<file path="config.mk">
export PLATFORM = sky130hd
export DESIGN_NAME = ffba_round
export DESIGN_NICKNAME = d
export VERILOG_FILES = /design/src/hw/rtl/ffba_pkg.sv /design/src/hw/rtl/ffba_round.sv
export SDC_FILE = /design/constraint.sdc
export NUM_CORES = 1
export LEC_CHECK = 0
export ABC_AREA = 1
export BUFFER_PORTS_ARGS = -buffer_cell sky130_fd_sc_hd__buf_2
export CAP_MARGIN = 30
export CORE_AREA = 8 8 71 73
export DETAILED_ROUTE_END_ITERATION = 8
export DIE_AREA = 0 0 79 81
export PLACE_DENSITY_LB_ADDON = 0.25
export SYNTH_ARGS = -nofsm -noshare
export SYNTH_HDL_FRONTEND = slang
export SYNTH_SLANG_ARGS = --single-unit
</file>
<file path="constraint.sdc">
create_clock -name clk -period 0.8 [get_ports clk]
set_input_delay 0.08 -clock clk [delete_from_list [all_inputs] [get_ports clk]]
set_output_delay 0.08 -clock clk [all_outputs]
set_load 0.02 [all_outputs]
</file>
<file path="src/hw/rtl/ffba_pkg.sv">
// Shared types, codes and defaults for the first-fit block allocator.
package ffba_pkg;

	localparam int MAX_BLOCKS_DEF      = 64;
	localparam int HDR_SIZE_DEF        = 48;
	localparam int ALIGN_BYTES_DEF     = 16;
	localparam int MIN_SPLIT_BYTES_DEF = 32;
	localparam logic [31:0] HEAP_BYTES_RESET = 32'd1048576;

	typedef enum logic [1:0] {
		OP_ALLOC   = 2'd0,
		OP_RELEASE = 2'd1,
		OP_RESIZE  = 2'd2,
		OP_NONE    = 2'd3
	} ffba_op_t;

	typedef enum logic [2:0] {
		ST_OK      = 3'd0,
		ST_NO_FIT  = 3'd1,
		ST_BAD     = 3'd2,
		ST_ALREADY = 3'd3,
		ST_ZERO    = 3'd4
	} ffba_status_t;

	typedef enum logic [1:0] {
		MD_ALLOC,
		MD_REL,
		MD_RSZ,
		MD_MOVE
	} ffba_mode_t;

	typedef enum logic [4:0] {
		S_IDLE, S_RND, S_DISP0, S_F_RD, S_F_EV, S_NX_RD, S_NX_EV, S_DISP,
		S_REL_W, S_REL_P, S_GROW_W, S_FT_RD, S_FT_EV, S_SP_CHK, S_UP_RD,
		S_UP_WR, S_SP_W, S_SP_END, S_RM_RD, S_RM_WR, S_SUM0, S_S_RD, S_S_EV,
		S_OUT
	} ffba_state_t;

	typedef struct packed {
		logic [31:0] start;
		logic [31:0] size;
		logic        free;
	} ffba_entry_t;

	typedef struct packed {
		logic [1:0]  op;
		logic [31:0] request_bytes;
		logic [31:0] addr;
	} ffba_req_t;

	typedef struct packed {
		logic [31:0] result_addr;
		logic [2:0]  status;
		logic        moved;
		logic [31:0] copy_bytes;
		logic [31:0] used_bytes;
		logic [31:0] avail_bytes;
	} ffba_rsp_t;

endpackage

</file>
<file path="src/hw/rtl/ffba_round.sv">
// Round-up of a request to the alignment (a power of two), registered.
module ffba_round #(
	parameter int ALIGN_BYTES = ffba_pkg::ALIGN_BYTES_DEF
) (
	input  logic        clk,
	input  logic        arst_n,
	input  logic        go,
	input  logic [31:0] req_bytes,
	output logic        done,
	output logic [32:0] want
);

	localparam logic [32:0] AMASK = 33'(ALIGN_BYTES - 1);

	logic [32:0] want_q;
	logic        done_q;

	always_ff @(posedge clk or negedge arst_n) begin
		if (!arst_n) begin
			done_q <= 1'b0;
		end else begin
			done_q <= go;
		end
	end

	always_ff @(posedge clk) begin
		if (go) begin
			want_q <= ({1'b0, req_bytes} + AMASK) & ~AMASK;
		end
	end

	assign done = done_q;
	assign want = want_q;

endmodule

</file>
==> run summary <==
NetSw -> 0.001307 W
CP startpoint kind -> flop
Buf/Inv on CP -> 1
fin nets -> 361
# DRC -> 0
post-synthesis instance area -> 0.001836 sq mm
TritonRoute pass-1 iters -> 4
clock root buffer -> clkbuf_8
WL/cell -> 16.94 microns
combinational share of power -> 0.287
starting density of the core -> 0.4690
Setup crit start -> want[26]
GP Congestion -> 0.8870
CTS Buf Count -> 5
delay-heaviest family, CP -> flip-flops
IR drop worst, VDD -> 1130 uV
worst-path cell chain -> buf_2
P&R area growth vs syn -> 81.25%
first-pass GRT wire length -> 8238 microns
Setup CP Type -> reg -> out
H-tree depth -> 2
Detail Route Antenna Nets -> 0
DIE AREA -> 0.006399 sq mm
Final Hold Viols -> 0
main area contributors after synthesis -> edfxtp_1 (47%), nand2_1 (16%), nor2_1 (7.4%)
Vias -> 1901
Largest stage delay, worst path -> 400 ps
dpl hpwl -> 3992 microns
IO Port Bufs -> 64
CP arrival -> 870 ps
sequential area share after synthesis -> 0.4881
slowest library cell on the worst path -> edfxtp_1
placed cell count -> 362
register bit total from synthesis -> 30
DP Worst Slack -> -442.8 ps
Routed WL -> 6385 microns
crit share post-route -> 1.192
core area -> 0.003914 sq mm
clock slew at reported path FFs -> 70 ps
Sw Ratio -> 0.3005
max-cap check violation count -> 0
GRT Total Usage -> 0.1648
PwrDens -> 1307 mW/mm^2
endpoints failing setup -> 41
Pleak -> 1.415 nW
status -> finished with violations
Chip Height -> 81 microns
unrepaired setup endpoints after global routing -> yes
sequential power share -> 0.441
CTS tree -> done
largest net degree at the start of global routing -> 31
Die Width -> 79 microns
Synth Area per Inst -> 8.343 sq um
Clock Power Share -> 0.272
maximum clock rate -> 1049 MHz
CTS max path bufs -> 2
Finished Layout Cells -> 377
Overflow after GRT -> 0
Critical Path RT -> 720 ps
Synthesis Warnings -> 0
maximum net fanout on the critical path -> 1
Unique masters post-synth -> 18
Yosys top cell area share -> 0.4744
min-delay worst type -> in -> async
layout cells sized above 1 -> 0.5749
Yosys top cell by area -> edfxtp_1
worst setup margin -> -153.7 ps
IO Count -> 69
Vias per Instance -> 5.042
initial antenna violation count -> 0
CTS sink cnt -> 30
# diodes -> 0
1st-iter DRT viols -> 76
FP Rows -> 23
Post-Synthesis Cells -> 220
failing checks -> setup timing
WP depth -> 1
Slew Limit Fails -> 0
vias in the first global route -> 1849
sum of negative setup slack -> -3127 ps
cell-internal power -> 0.003042 W
min Tclk post-route -> 953.7 ps
crit end category -> output pin
final timing paths:
path | slack, ps | endpoint
max in group asynchronous | 620 | done
setup / recovery | -150 | want[26]
min in group clk | 120 | want[31]
hold / removal | 90 | done
Yosys cell counts, drive strengths merged:
cell type / count
dfrtp: 1
buf: 4
nand3b: 8
nor2: 48
conb: 1
nand2: 82
inv: 20
xnor2: 3
edfxtp: 29
nand3: 8
xor2: 14
a21oi: 1
nor3: 1
power groups by stage:
stage / sequential (W) / clock, W / combinational (W)
after global placement: 0.00192 / 0 / 0.000882
after CTS: 0.00190 / 0.00116 / 0.00100
after global routing: 0.00193 / 0.00125 / 0.00131
final: 0.00192 / 0.00118 / 0.00125
after detailed placement: 0.00192 / 0 / 0.000893
after floorplan: 0.00210 / 0 / 0.000276
state kept, by name, summed over array words and instances (netlist names):
name,cells
done,1
want,29
logic make-up (layout without fill, tap and decap cells):
family / after synthesis / after routing / synth area share
AO/OA/AOI/OAI: 1 / 1 / 0.002724
XOR/XNOR: 17 / 17 / 0.08112
buffers and inverters: 24 / 128 / 0.05726
flip-flops: 30 / 30 / 0.4881
other: 1 / 4 / 0.002043
AND/OR/NAND/NOR: 147 / 147 / 0.3688
what timing repair did:
| item | 4_1_cts | 5_1_grt |
|---|---|---|
| endpoints found under the setup margin | 52 | 53 |
| pin swaps | 15 | 43 |
| gates resized for setup | 48 | 114 |
| hold endpoints to repair | 1 | 0 |
| setup buffers | 5 | 3 |
| hold buffers | 1 | 0 |
placed cells by master (no fill, tap or decap), types with 9 or more instances in the layout:
cell / instances
nor2_4: 21
nand2_4: 12
nand2_1: 45
nand2_2: 16
buf_2: 22
nor2_1: 11
xor2_1: 14
inv_1: 15
edfxtp_1: 29
nand2_8: 9
buf_4: 31
nor2_2: 16
buf_6: 36
through the flow:
| step | power [W] | hold slack [ps] | utilization | instance area, sq um |
|---|---|---|---|---|
| finish | 0.004348 | 93.55 | 0.8501 | 3327 |
| global route | 0.004488 | 114.1 | 0.8501 | 3327 |
| CTS | 0.004061 | 94.74 | 0.7442 | 2913 |
| detailed placement | 0.002817 | -143.2 | 0.6691 | 2619 |
| global placement | 0.002804 | -145.2 | 0.6691 | 2619 |
| floorplan | 0.002375 | -215.6 | - | 2036 |
layout make-up:
class                   count  area, sq um
multi-input cells         169         1269
clock buffers               6        72.57
inverters                  20        77.57
repair buffers            100        940.9
well taps                  50        62.56
fillers                   218        586.8
flip-flops and latches     30        895.9
clock inverters             2        8.758
metal layers:
metal | vias to the layer above | routed length [microns] | part of all wire | global-route usage
li1 | 903 | - | - | -
met1 | 909 | 2314 | 0.36 | 0.1695
met2 | 73 | 3473 | 0.54 | 0.3057
met3 | 16 | 413 | 0.065 | 0.04084
met4 | 0 | 182 | 0.029 | 0.08148
met5 | - | 0 | 0 | 0
Note: power is estimated with default switching activity, not from simulation.
